$ cat src/rtl/core/sirs_pkg.sv
// Shared types, constants and helpers for the signed integer to radix symbol block.
// No dependencies; every module of the block imports this package.
package sirs_pkg;

  // Alphabet limits
  localparam int MAX_RADIX      = 16;
  localparam int STORED_SYMBOLS = 16;
  localparam int DIGIT_W        = $clog2(MAX_RADIX);
  localparam int RADIX_W        = 5;
  localparam int VALUE_W        = 32;
  localparam int SYM_W          = 8;
  localparam int MAX_DIGITS     = VALUE_W;
  localparam int CNT_W          = $clog2(MAX_DIGITS + 1);
  localparam int STK_IDX_W      = $clog2(MAX_DIGITS);

  // Front-to-back queue
  localparam int Q_DEPTH = 2;
  localparam int Q_PTR_W = $clog2(Q_DEPTH);
  localparam int Q_CNT_W = $clog2(Q_DEPTH + 1);

  // Divider: dividend bits retired per cycle
  localparam int DIV_BITS  = 8;
  localparam int DIV_ITERS = VALUE_W / DIV_BITS;
  localparam int DIV_CNT_W = $clog2(DIV_ITERS);

  // Special symbols
  localparam logic [SYM_W-1:0] SYM_PLUS  = 8'h2B;
  localparam logic [SYM_W-1:0] SYM_MINUS = 8'h2D;
  localparam logic [SYM_W-1:0] SYM_ZERO  = 8'h30;

  // Configuration register indexes
  localparam int CFG_IDX_W = 2;
  localparam logic [CFG_IDX_W-1:0] CFG_RADIX   = 2'd0;
  localparam logic [CFG_IDX_W-1:0] CFG_SYM_LOW = 2'd1;
  localparam logic [CFG_IDX_W-1:0] CFG_SYM_HI  = 2'd2;

  // One classified item on its way to the back end
  typedef struct packed {
    logic [VALUE_W-1:0] mag;
    logic               neg;
    logic               zero;
  } entry_t;

  // Divider result
  typedef struct packed {
    logic               done;
    logic [VALUE_W-1:0] quo;
    logic [DIGIT_W-1:0] rem;
  } div_res_t;

  // Back-end sequencer states
  typedef enum logic [2:0] {
    ST_IDLE,
    ST_LOAD,
    ST_WAIT,
    ST_SIGN,
    ST_EMIT,
    ST_ZERO
  } back_state_t;

  // Pick alphabet symbol idx out of the packed alphabet
  function automatic logic [SYM_W-1:0] sym_at(
    input logic [STORED_SYMBOLS*SYM_W-1:0] syms,
    input logic [DIGIT_W-1:0]              idx
  );
    sym_at = syms[idx*SYM_W +: SYM_W];
  endfunction

endpackage

$ cat src/rtl/core/sirs_front.sv
// Front end: accepts input items, classifies them and queues them for the back end.
// Depends on sirs_pkg.
module sirs_front (
  input  logic                                clk,
  input  logic                                rst_n,
  input  logic                                in_push,
  output logic                                in_full,
  input  logic signed [sirs_pkg::VALUE_W-1:0] in_value,
  input  logic                                alph_ok,
  input  logic                                q_pop,
  output logic                                q_empty,
  output sirs_pkg::entry_t                    q_data
);
  import sirs_pkg::*;

  entry_t               q_mem_r [Q_DEPTH];
  logic [Q_PTR_W-1:0]   wr_ptr_r, wr_ptr_nxt;
  logic [Q_PTR_W-1:0]   rd_ptr_r, rd_ptr_nxt;
  logic [Q_CNT_W-1:0]   count_r, count_nxt;
  logic                 accept;
  logic                 q_push;
  entry_t               entry;

  // Classify the incoming item
  always_comb begin
    entry.neg  = in_value[VALUE_W-1];
    entry.mag  = entry.neg ? (~in_value + 1'b1) : in_value;
    entry.zero = (in_value == '0);
  end

  assign in_full = (count_r == Q_CNT_W'(Q_DEPTH));
  assign q_empty = (count_r == '0);
  assign accept  = in_push && !in_full;
  // Drop items while the alphabet is unusable
  assign q_push  = accept && alph_ok;

  // Advance pointers and fill count
  always_comb begin
    wr_ptr_nxt = wr_ptr_r;
    rd_ptr_nxt = rd_ptr_r;
    count_nxt  = count_r;
    if (q_push) begin
      wr_ptr_nxt = (wr_ptr_r == Q_PTR_W'(Q_DEPTH - 1)) ? '0 : wr_ptr_r + 1'b1;
    end
    if (q_pop) begin
      rd_ptr_nxt = (rd_ptr_r == Q_PTR_W'(Q_DEPTH - 1)) ? '0 : rd_ptr_r + 1'b1;
    end
    if (q_push && !q_pop) begin
      count_nxt = count_r + 1'b1;
    end else if (!q_push && q_pop) begin
      count_nxt = count_r - 1'b1;
    end
  end

  always_ff @(posedge clk) begin
    if (!rst_n) begin
      wr_ptr_r <= '0;
      rd_ptr_r <= '0;
      count_r  <= '0;
    end else begin
      wr_ptr_r <= wr_ptr_nxt;
      rd_ptr_r <= rd_ptr_nxt;
      count_r  <= count_nxt;
    end
  end

  // Hold queued items
  always_ff @(posedge clk) begin
    if (q_push) begin
      q_mem_r[wr_ptr_r] <= entry;
    end
  end

  assign q_data = q_mem_r[rd_ptr_r];

endmodule

$ cat src/rtl/core/sirs_divider.sv
// Iterative divider: splits a 32-bit magnitude by the radix, eight dividend bits a cycle.
// Depends on sirs_pkg.
module sirs_divider (
  input  logic                             clk,
  input  logic                             rst_n,
  input  logic                             start,
  input  logic [sirs_pkg::VALUE_W-1:0]     dividend,
  input  logic [sirs_pkg::RADIX_W-1:0]     divisor,
  output sirs_pkg::div_res_t               res
);
  import sirs_pkg::*;

  logic                 busy_r;
  logic                 done_r;
  logic [DIV_CNT_W-1:0] cnt_r;
  logic [VALUE_W-1:0]   work_r, work_nxt;
  logic [DIGIT_W-1:0]   rem_r, rem_nxt;

  // Restoring division over the top DIV_BITS bits of the working word
  always_comb begin
    logic [DIGIT_W-1:0]  rem;
    logic [DIGIT_W:0]    trial;
    logic [DIV_BITS-1:0] qbits;
    rem   = rem_r;
    qbits = '0;
    for (int i = 0; i < DIV_BITS; i++) begin
      trial = {rem, work_r[VALUE_W-1-i]};
      if (trial >= (DIGIT_W+1)'(divisor)) begin
        rem                  = DIGIT_W'(trial - (DIGIT_W+1)'(divisor));
        qbits[DIV_BITS-1-i]  = 1'b1;
      end else begin
        rem = DIGIT_W'(trial);
      end
    end
    rem_nxt  = rem;
    work_nxt = {work_r[VALUE_W-DIV_BITS-1:0], qbits};
  end

  always_ff @(posedge clk) begin
    if (!rst_n) begin
      busy_r <= 1'b0;
      done_r <= 1'b0;
      cnt_r  <= '0;
    end else begin
      done_r <= busy_r && (cnt_r == DIV_CNT_W'(DIV_ITERS - 1));
      if (start) begin
        busy_r <= 1'b1;
        cnt_r  <= '0;
      end else if (busy_r) begin
        cnt_r <= cnt_r + 1'b1;
        if (cnt_r == DIV_CNT_W'(DIV_ITERS - 1)) begin
          busy_r <= 1'b0;
        end
      end
    end
  end

  // Load on start, shift quotient bits in while busy
  always_ff @(posedge clk) begin
    if (start) begin
      work_r <= dividend;
      rem_r  <= '0;
    end else if (busy_r) begin
      work_r <= work_nxt;
      rem_r  <= rem_nxt;
    end
  end

  assign res.done = done_r;
  assign res.quo  = work_r;
  assign res.rem  = rem_r;

endmodule

$ cat src/rtl/core/sirs_back.sv
// Back end: converts queued magnitudes to digits, stacks them and emits symbols MSB first.
// Depends on sirs_pkg and sirs_divider.
module sirs_back (
  input  logic                                            clk,
  input  logic                                            rst_n,
  input  logic                                            q_empty,
  input  sirs_pkg::entry_t                                q_data,
  output logic                                            q_pop,
  input  logic [sirs_pkg::RADIX_W-1:0]                    radix,
  input  logic [sirs_pkg::STORED_SYMBOLS*sirs_pkg::SYM_W-1:0] symbols,
  output logic                                            out_empty,
  input  logic                                            out_pop,
  output logic [sirs_pkg::SYM_W-1:0]                      out_symbol,
  output logic                                            out_last
);
  import sirs_pkg::*;

  back_state_t         state_r, state_nxt;
  logic [VALUE_W-1:0]  mag_r;
  logic                neg_r;
  logic [CNT_W-1:0]    cnt_r;
  logic [DIGIT_W-1:0]  stack_r [MAX_DIGITS];
  logic                out_valid_r;
  logic [SYM_W-1:0]    out_sym_r, out_sym_nxt;
  logic                out_last_r, out_last_nxt;
  logic                slot_free;
  logic                div_start;
  logic                push_digit;
  logic                out_load;
  logic [STK_IDX_W-1:0] top_idx;
  div_res_t            div_res;

  sirs_divider u_div (
    .clk      (clk),
    .rst_n    (rst_n),
    .start    (div_start),
    .dividend (mag_r),
    .divisor  (radix),
    .res      (div_res)
  );

  assign slot_free = !out_valid_r || out_pop;
  assign top_idx   = STK_IDX_W'(cnt_r - 1'b1);

  // Next state
  always_comb begin
    state_nxt = state_r;
    unique case (state_r)
      ST_IDLE: begin
        if (!q_empty) begin
          state_nxt = q_data.zero ? ST_ZERO : ST_LOAD;
        end
      end
      ST_LOAD: state_nxt = ST_WAIT;
      ST_WAIT: begin
        if (div_res.done) begin
          if (div_res.quo != '0) begin
            state_nxt = ST_LOAD;
          end else begin
            state_nxt = neg_r ? ST_SIGN : ST_EMIT;
          end
        end
      end
      ST_SIGN: begin
        if (slot_free) begin
          state_nxt = ST_EMIT;
        end
      end
      ST_EMIT: begin
        if (slot_free && (cnt_r == CNT_W'(1))) begin
          state_nxt = ST_IDLE;
        end
      end
      ST_ZERO: begin
        if (slot_free) begin
          state_nxt = ST_IDLE;
        end
      end
      default: state_nxt = ST_IDLE;
    endcase
  end

  // Outputs of the sequencer
  always_comb begin
    q_pop        = 1'b0;
    div_start    = 1'b0;
    push_digit   = 1'b0;
    out_load     = 1'b0;
    out_sym_nxt  = SYM_ZERO;
    out_last_nxt = 1'b1;
    unique case (state_r)
      ST_IDLE: q_pop = !q_empty;
      ST_LOAD: div_start = 1'b1;
      ST_WAIT: push_digit = div_res.done;
      ST_SIGN: begin
        out_load     = slot_free;
        out_sym_nxt  = SYM_MINUS;
        out_last_nxt = 1'b0;
      end
      ST_EMIT: begin
        out_load     = slot_free;
        out_sym_nxt  = sym_at(symbols, stack_r[top_idx]);
        out_last_nxt = (cnt_r == CNT_W'(1));
      end
      ST_ZERO: begin
        out_load     = slot_free;
        out_sym_nxt  = SYM_ZERO;
        out_last_nxt = 1'b1;
      end
      default: ;
    endcase
  end

  // Control state
  always_ff @(posedge clk) begin
    if (!rst_n) begin
      state_r     <= ST_IDLE;
      cnt_r       <= '0;
      out_valid_r <= 1'b0;
    end else begin
      state_r <= state_nxt;
      if (q_pop) begin
        cnt_r <= '0;
      end else if (push_digit) begin
        cnt_r <= cnt_r + 1'b1;
      end else if (out_load && (state_r == ST_EMIT)) begin
        cnt_r <= cnt_r - 1'b1;
      end
      if (out_load) begin
        out_valid_r <= 1'b1;
      end else if (out_pop) begin
        out_valid_r <= 1'b0;
      end
    end
  end

  // Payload: magnitude, sign, digit stack and output register
  always_ff @(posedge clk) begin
    if (q_pop) begin
      mag_r <= q_data.mag;
      neg_r <= q_data.neg;
    end else if (push_digit) begin
      mag_r <= div_res.quo;
    end
    if (push_digit) begin
      stack_r[cnt_r[STK_IDX_W-1:0]] <= div_res.rem;
    end
    if (out_load) begin
      out_sym_r  <= out_sym_nxt;
      out_last_r <= out_last_nxt;
    end
  end

  assign out_empty  = !out_valid_r;
  assign out_symbol = out_sym_r;
  assign out_last   = out_last_r;

endmodule

$ cat src/rtl/core/signed_int_to_radix_symbols.sv
// Signed integer to radix symbols: top level with configuration registers and alphabet check.
// Sequencing: each digit passes through the divider as a load, four 8-bit division steps and a
// digit store, and the sign or first digit is out once every digit is stacked. The back end
// takes the next queued item only after the last symbol of the current one; meanwhile the
// two-entry queue keeps taking items. Items pushed while the alphabet is bad are dropped.
// Reset: synchronous active-low rst_n clears queue, sequencer, output slot and registers.
module signed_int_to_radix_symbols (
  input  logic                                clk,
  input  logic                                rst_n,
  input  logic                                in_push,
  output logic                                in_full,
  input  logic signed [sirs_pkg::VALUE_W-1:0] in_value,
  output logic                                out_empty,
  input  logic                                out_pop,
  output logic [sirs_pkg::SYM_W-1:0]          out_symbol,
  output logic                                out_last,
  input  logic                                cfg_valid,
  output logic                                cfg_ready,
  input  logic [sirs_pkg::CFG_IDX_W-1:0]      cfg_index,
  input  logic [63:0]                         cfg_data
);
  import sirs_pkg::*;

  logic [RADIX_W-1:0]              radix_r;
  logic [63:0]                     sym_low_r;
  logic [63:0]                     sym_high_r;
  logic [STORED_SYMBOLS*SYM_W-1:0] symbols;
  logic                            alph_ok;
  logic                            q_pop;
  logic                            q_empty;
  entry_t                          q_data;

  assign cfg_ready = 1'b1;
  assign symbols   = {sym_high_r, sym_low_r};

  // Configuration registers
  always_ff @(posedge clk) begin
    if (!rst_n) begin
      radix_r    <= '0;
      sym_low_r  <= '0;
      sym_high_r <= '0;
    end else if (cfg_valid && cfg_ready) begin
      unique case (cfg_index)
        CFG_RADIX:   radix_r    <= cfg_data[RADIX_W-1:0];
        CFG_SYM_LOW: sym_low_r  <= cfg_data;
        CFG_SYM_HI:  sym_high_r <= cfg_data;
        default: ;
      endcase
    end
  end

  // Check the alphabet: size range, no sign symbols, no duplicates
  always_comb begin
    logic bad;
    bad = (radix_r < RADIX_W'(2)) || (radix_r > RADIX_W'(MAX_RADIX)) ||
          (radix_r > RADIX_W'(STORED_SYMBOLS));
    for (int i = 0; i < STORED_SYMBOLS; i++) begin
      if (RADIX_W'(i) < radix_r) begin
        if ((symbols[i*SYM_W +: SYM_W] == SYM_PLUS) ||
            (symbols[i*SYM_W +: SYM_W] == SYM_MINUS)) begin
          bad = 1'b1;
        end
        for (int j = i + 1; j < STORED_SYMBOLS; j++) begin
          if ((RADIX_W'(j) < radix_r) &&
              (symbols[i*SYM_W +: SYM_W] == symbols[j*SYM_W +: SYM_W])) begin
            bad = 1'b1;
          end
        end
      end
    end
    alph_ok = !bad;
  end

  sirs_front u_front (
    .clk      (clk),
    .rst_n    (rst_n),
    .in_push  (in_push),
    .in_full  (in_full),
    .in_value (in_value),
    .alph_ok  (alph_ok),
    .q_pop    (q_pop),
    .q_empty  (q_empty),
    .q_data   (q_data)
  );

  sirs_back u_back (
    .clk        (clk),
    .rst_n      (rst_n),
    .q_empty    (q_empty),
    .q_data     (q_data),
    .q_pop      (q_pop),
    .radix      (radix_r),
    .symbols    (symbols),
    .out_empty  (out_empty),
    .out_pop    (out_pop),
    .out_symbol (out_symbol),
    .out_last   (out_last)
  );

`ifndef SYNTH
  // Back end never takes from an empty queue
  a_pop_nonempty: assert property (@(posedge clk) disable iff (!rst_n)
    q_pop |-> !q_empty)
    else $error("queue popped while empty");

  // A sign symbol never closes a number
  a_sign_not_last: assert property (@(posedge clk) disable iff (!rst_n)
    (!out_empty && (out_symbol == SYM_MINUS)) |-> !out_last)
    else $error("sign symbol flagged last");

  // A plus symbol can never be emitted
  a_no_plus: assert property (@(posedge clk) disable iff (!rst_n)
    !out_empty |-> (out_symbol != SYM_PLUS))
    else $error("plus symbol emitted");
`endif

endmodule
$ cat config.mk
export PLATFORM = sky130hd
export DESIGN_NAME = signed_int_to_radix_symbols
export DESIGN_NICKNAME = d
export VERILOG_FILES = /design/src/rtl/core/sirs_pkg.sv /design/src/rtl/core/sirs_front.sv /design/src/rtl/core/sirs_divider.sv /design/src/rtl/core/sirs_back.sv /design/src/rtl/core/signed_int_to_radix_symbols.sv
export SDC_FILE = /design/constraint.sdc
export NUM_CORES = 2
export LEC_CHECK = 0
export BUFFER_PORTS_ARGS = -buffer_cell sky130_fd_sc_hd__buf_2
export CAP_MARGIN = 20
export CORE_MARGIN = 2
export CORE_UTILIZATION = 40
export DETAILED_ROUTE_END_ITERATION = 16
export GPL_TIMING_DRIVEN = 0
export PLACE_DENSITY = 0.53
export SLEW_MARGIN = 10
export SYNTH_ARGS = -nofsm -noshare
export SYNTH_HDL_FRONTEND = slang
export SYNTH_SLANG_ARGS = --single-unit
$ cat constraint.sdc
create_clock -name clk -period 15.5 [get_ports clk]
set_input_delay 3.1 -clock clk [delete_from_list [all_inputs] [get_ports clk]]
set_output_delay 3.1 -clock clk [all_outputs]
set_load 0.02 [all_outputs]
==> flow_metrics.py <==
metrics = {
    "status": {
        "outcome": "finished clean",
    },
    "synthesis": {
        "synth_flop_cell": "edfxtp_1",
        "syn_nets": 3666,
        "ys_async_sr_fraction_pct": 0,
        "synth.cell_area_um2": 32300,
        "synth-edff-count": 270,
        "seq_area_frac_synth_pct": 34.8,
        "netlist-cell-type-count": 76,
        "synth_warnings": 0,
        "syn_inst": 3507,
        "synth-seq-cells": 426,
        "avgSynthCellArea_um2": 9.21,
    },
    "detailed_routing": {
        "wl_um": 139000,
        "wl_per_cell_um": 29.0,
        "vias": 28701,
        "dr.pass1.iters": 6,
        "antenna_left": 0,
        "avgViaCountPerCell": 5.98,
        "route.detailed.drc": 0,
        "drt_iter0_markers": 3599,
    },
    "die": {
        "die_h_um": 288,
        "chipWidth_um": 288,
        "io_pins": 115,
        "initial_utilization_pct": 40.3,
        "design.core.area_um2": 80200,
        "num_rows": 104,
        "dieArea_um2": 83000,
    },
    "sta": {
        "relSlewSlack_pct": 13.2,
        "hold_violations": 0,
        "report.final.setup_viol": 0,
        "min_period_ns": 13.89,
        "rsz0062_at_grt": "no",
        "final_max_slew_viol_count": 0,
        "period_share_pct": 89.6,
        "worst_slew_pin_slew_ns": 1.30,
        "fin_skew_ns": 0.0453,
        "fmax_mhz": 72.0,
        "tns_ns": 0,
        "fin_ws_ns": 1.61,
    },
    "worst_setup_path": {
        "worstSetupEndpointType": "flop",
        "arrival_ns": 14.41,
        "crit_path_start_kind": "flop",
        "critPathMaxFanout": 17,
        "max_stage_delay_ns": 0.88,
        "r2r_end": "u_back.u_div.rem_r[1]",
        "crit_top_cell": "o21ai_0",
        "r2r-start": "radix_r[4]",
        "crit_required_ns": 16.02,
        "slowest_stage": "clkinv_1",
        "reg2reg_depth": 58,
        "crit_type": "flop to flop",
        "reg2reg_slack_ns": 1.61,
    },
    "clock_tree": {
        "cts_tree": "yes",
        "clk_pin_slew_ns": 0.06,
        "cts-buffers-inserted": 50,
        "insertion_delay_ns": 0.64,
        "cts.path.max_buffers": 3,
        "cts_num_sinks": 426,
        "cts_hold_buf": 0,
        "htreeDepth": 2,
        "clockRootBuffer": "clkbuf_16",
    },
    "layout": {
        "drive_above_1_share_pct": 12.0,
        "area_growth_pct": 12.1,
        "finalNetCount": 3854,
    },
    "grt": {
        "antenna_found_initial": 12,
        "grt_max_degree": 36,
        "grt_pass1_wl_um": 197000,
        "grt_usage_pct": 32.8,
        "grt_pass1_vias": 27089,
        "grt_overflow": 0,
    },
    "min_path": {
        "whs_path_depth": 2,
        "min_from": "u_back.mag_r[17]",
        "hp-class": "flop to flop",
        "hold_end": "u_back.u_div.work_r[17]",
    },
    "placement": {
        "gp_congestion": 1.06,
        "pre_cts_ws_ns": 0.936,
        "io_buffers": 113,
        "hpwl_um": 98300,
    },
    "job": {
        "cap_violations": 0,
    },
    "power_and_ir_drop": {
        "leakage_nw": 14.5,
        "ir_drop_mv": 0.659,
        "power_density_nw_per_um2": 286,
    },
}
==> how the worst max path moves through the flow <==
stage	start	end	slack, ns	cells past startpoint
after floorplan	radix_r[1]	u_back.u_div.rem_r[1]	3.30	63
after global placement	radix_r[1]	u_back.u_div.rem_r[1]	1.08	63
after detailed placement	radix_r[1]	u_back.u_div.rem_r[1]	0.94	63
after CTS	radix_r[1]	u_back.u_div.rem_r[1]	0.91	63
after global routing	radix_r[4]	u_back.u_div.rem_r[1]	0.33	58
final	radix_r[4]	u_back.u_div.rem_r[1]	1.61	58
==> flip-flops by register name, summed over array words and instances, names as in the netlist, named ones only <==
name,count
radix_r,5
sym_high_r,64
sym_low_r,64
u_back.cnt_r,6
u_back.mag_r,32
u_back.neg_r,1
u_back.out_last,1
u_back.out_symbol,8
u_back.out_valid_r,1
u_back.stack_r,128
u_back.state_r,3
u_back.u_div.busy_r,1
u_back.u_div.cnt_r,2
u_back.u_div.done_r,1
u_back.u_div.rem_r,4
u_back.u_div.work_r,32
u_front.count_r,2
u_front.q_mem_r,68
u_front.rd_ptr_r,1
u_front.wr_ptr_r,1
==> repair_timing <==
item | CTS | global route
resized for setup | 0 | 2
endpoints found under the setup margin | 0 | 2
setup buffers | 0 | 3
==> Yosys cell counts, types with 5 or more instances <==
library cell / number / area share (%)
nor4_1: 132 / 2.6
mux2i_1: 139 / 4.3
dfxtp_1: 156 / 9.7
o41ai_1: 10 / 0.27
nand3_1: 59 / 0.91
a22oi_1: 27 / 0.63
fa_1: 8 / 0.50
clkbuf_1: 100 / 1.2
o31ai_1: 9 / 0.21
o211ai_1: 9 / 0.21
nand4b_1: 13 / 0.35
or3_1: 5 / 0.097
inv_1: 40 / 0.47
nand3b_1: 9 / 0.21
mux4_2: 26 / 1.8
o21ai_0: 69 / 1.1
nand2_1: 424 / 4.9
buf_4: 16 / 0.37
xor2_1: 436 / 12
ha_1: 48 / 1.9
nor2b_1: 12 / 0.23
xnor2_1: 589 / 16
mux2_2: 17 / 0.59
buf_2: 153 / 2.4
nor4b_1: 6 / 0.16
nand2b_1: 13 / 0.25
a31oi_1: 25 / 0.48
a21oi_1: 170 / 2.6
buf_1: 91 / 1.1
a21o_1: 14 / 0.33
nor2_1: 117 / 1.4
edfxtp_1: 270 / 25
nand4_1: 152 / 2.9
nor3_1: 67 / 1.0
==> critical path, delay by kind of cell, from the launching register on <==
family	cells	cell delay, ns
compound gates	25	4.76
fa+ha+maj	8	2.80
buf+inv	5	1.61
mux	7	2.58
flops	1	0.52
simple gates	13	1.53
==> logic make-up (layout without fill, tap and decap cells) <==
family / count (synthesis) / count (layout) / share of synthesized area (%)
and+or+nand+nor: 1043 / 1043 / 15.9
DFF: 426 / 426 / 34.8
other: 1 / 6 / 0.0116
buffers and inverters: 404 / 633 / 5.52
xor gates and xnor gates: 1026 / 1026 / 27.9
muxes: 182 / 182 / 6.72
AOI/OAI and AO/OA: 369 / 369 / 6.83
adders and majority gates: 56 / 56 / 2.36
==> area by class of cell <==
cell class                      count  area [um^2]
Fill cell                        8012        44000
Antenna cell                        5         12.5
Timing Repair Buffer              136          855
Multi-Input combinational cell   2677        19300
Inverter                           42          161
Buffer                            362         1630
Sequential cell                   426        11200
Tap cell                         1060         1330
Clock buffer                       64         1320
Clock inverter                     29          333
==> through the flow <==
stage / total power, mW / hold slack (ns) / util [%] / cell area (um^2) / cells
finish: 10.3 / 0.506 / 45.1 / 36200 / 4801
CTS: 9.97 / 0.506 / 45.0 / 36100 / 4789
global route: 11.2 / 0.526 / 45.1 / 36200 / 4799
floorplan: 7.37 / 0.451 / - / 32300 / 3507
global placement: 8.68 / 0.467 / 42.6 / 34200 / 4680
detailed placement: 8.70 / 0.492 / 43.0 / 34400 / 4696
==> routing by layer <==
| layer | wire (um) | up-vias | GRT usage, % |
|---|---|---|---|
| met1 | 53500 | 13800 | 41.5 |
| met4 | 10200 | 14 | 20.5 |
| met2 | 60600 | 1877 | 50.6 |
| met3 | 15000 | 547 | 7.35 |
| li1 | - | 12463 | - |
| met5 | 88 | - | 0 |
==> where the power goes <==
group          switching [mW]  total, mW  internal, mW  leakage, nW
clock network           0.511       1.20         0.692        0.798
registers               0.116       1.66          1.54         3.74
logic                    4.12       7.47          3.35         9.93
==> placed cells by master, fill, tap and decap left out, types with 11 or more instances in the layout <==
master	n
a21o_1	14
a21oi_1	169
a22oi_1	27
a31oi_1	24
buf_1	91
buf_2	266
buf_4	23
clkbuf_1	112
clkbuf_16	50
dfxtp_1	154
edfxtp_1	270
ha_1	48
inv_1	39
mux2_2	17
mux2i_1	139
mux4_2	26
nand2_1	424
nand2b_1	12
nand3_1	59
nand4_1	152
nand4b_1	13
nor2_1	116
nor2b_1	11
nor3_1	66
nor4_1	132
o21ai_0	69
xnor2_1	589
xor2_1	436
No activity file was read; power rests on OpenSTA's default activity.
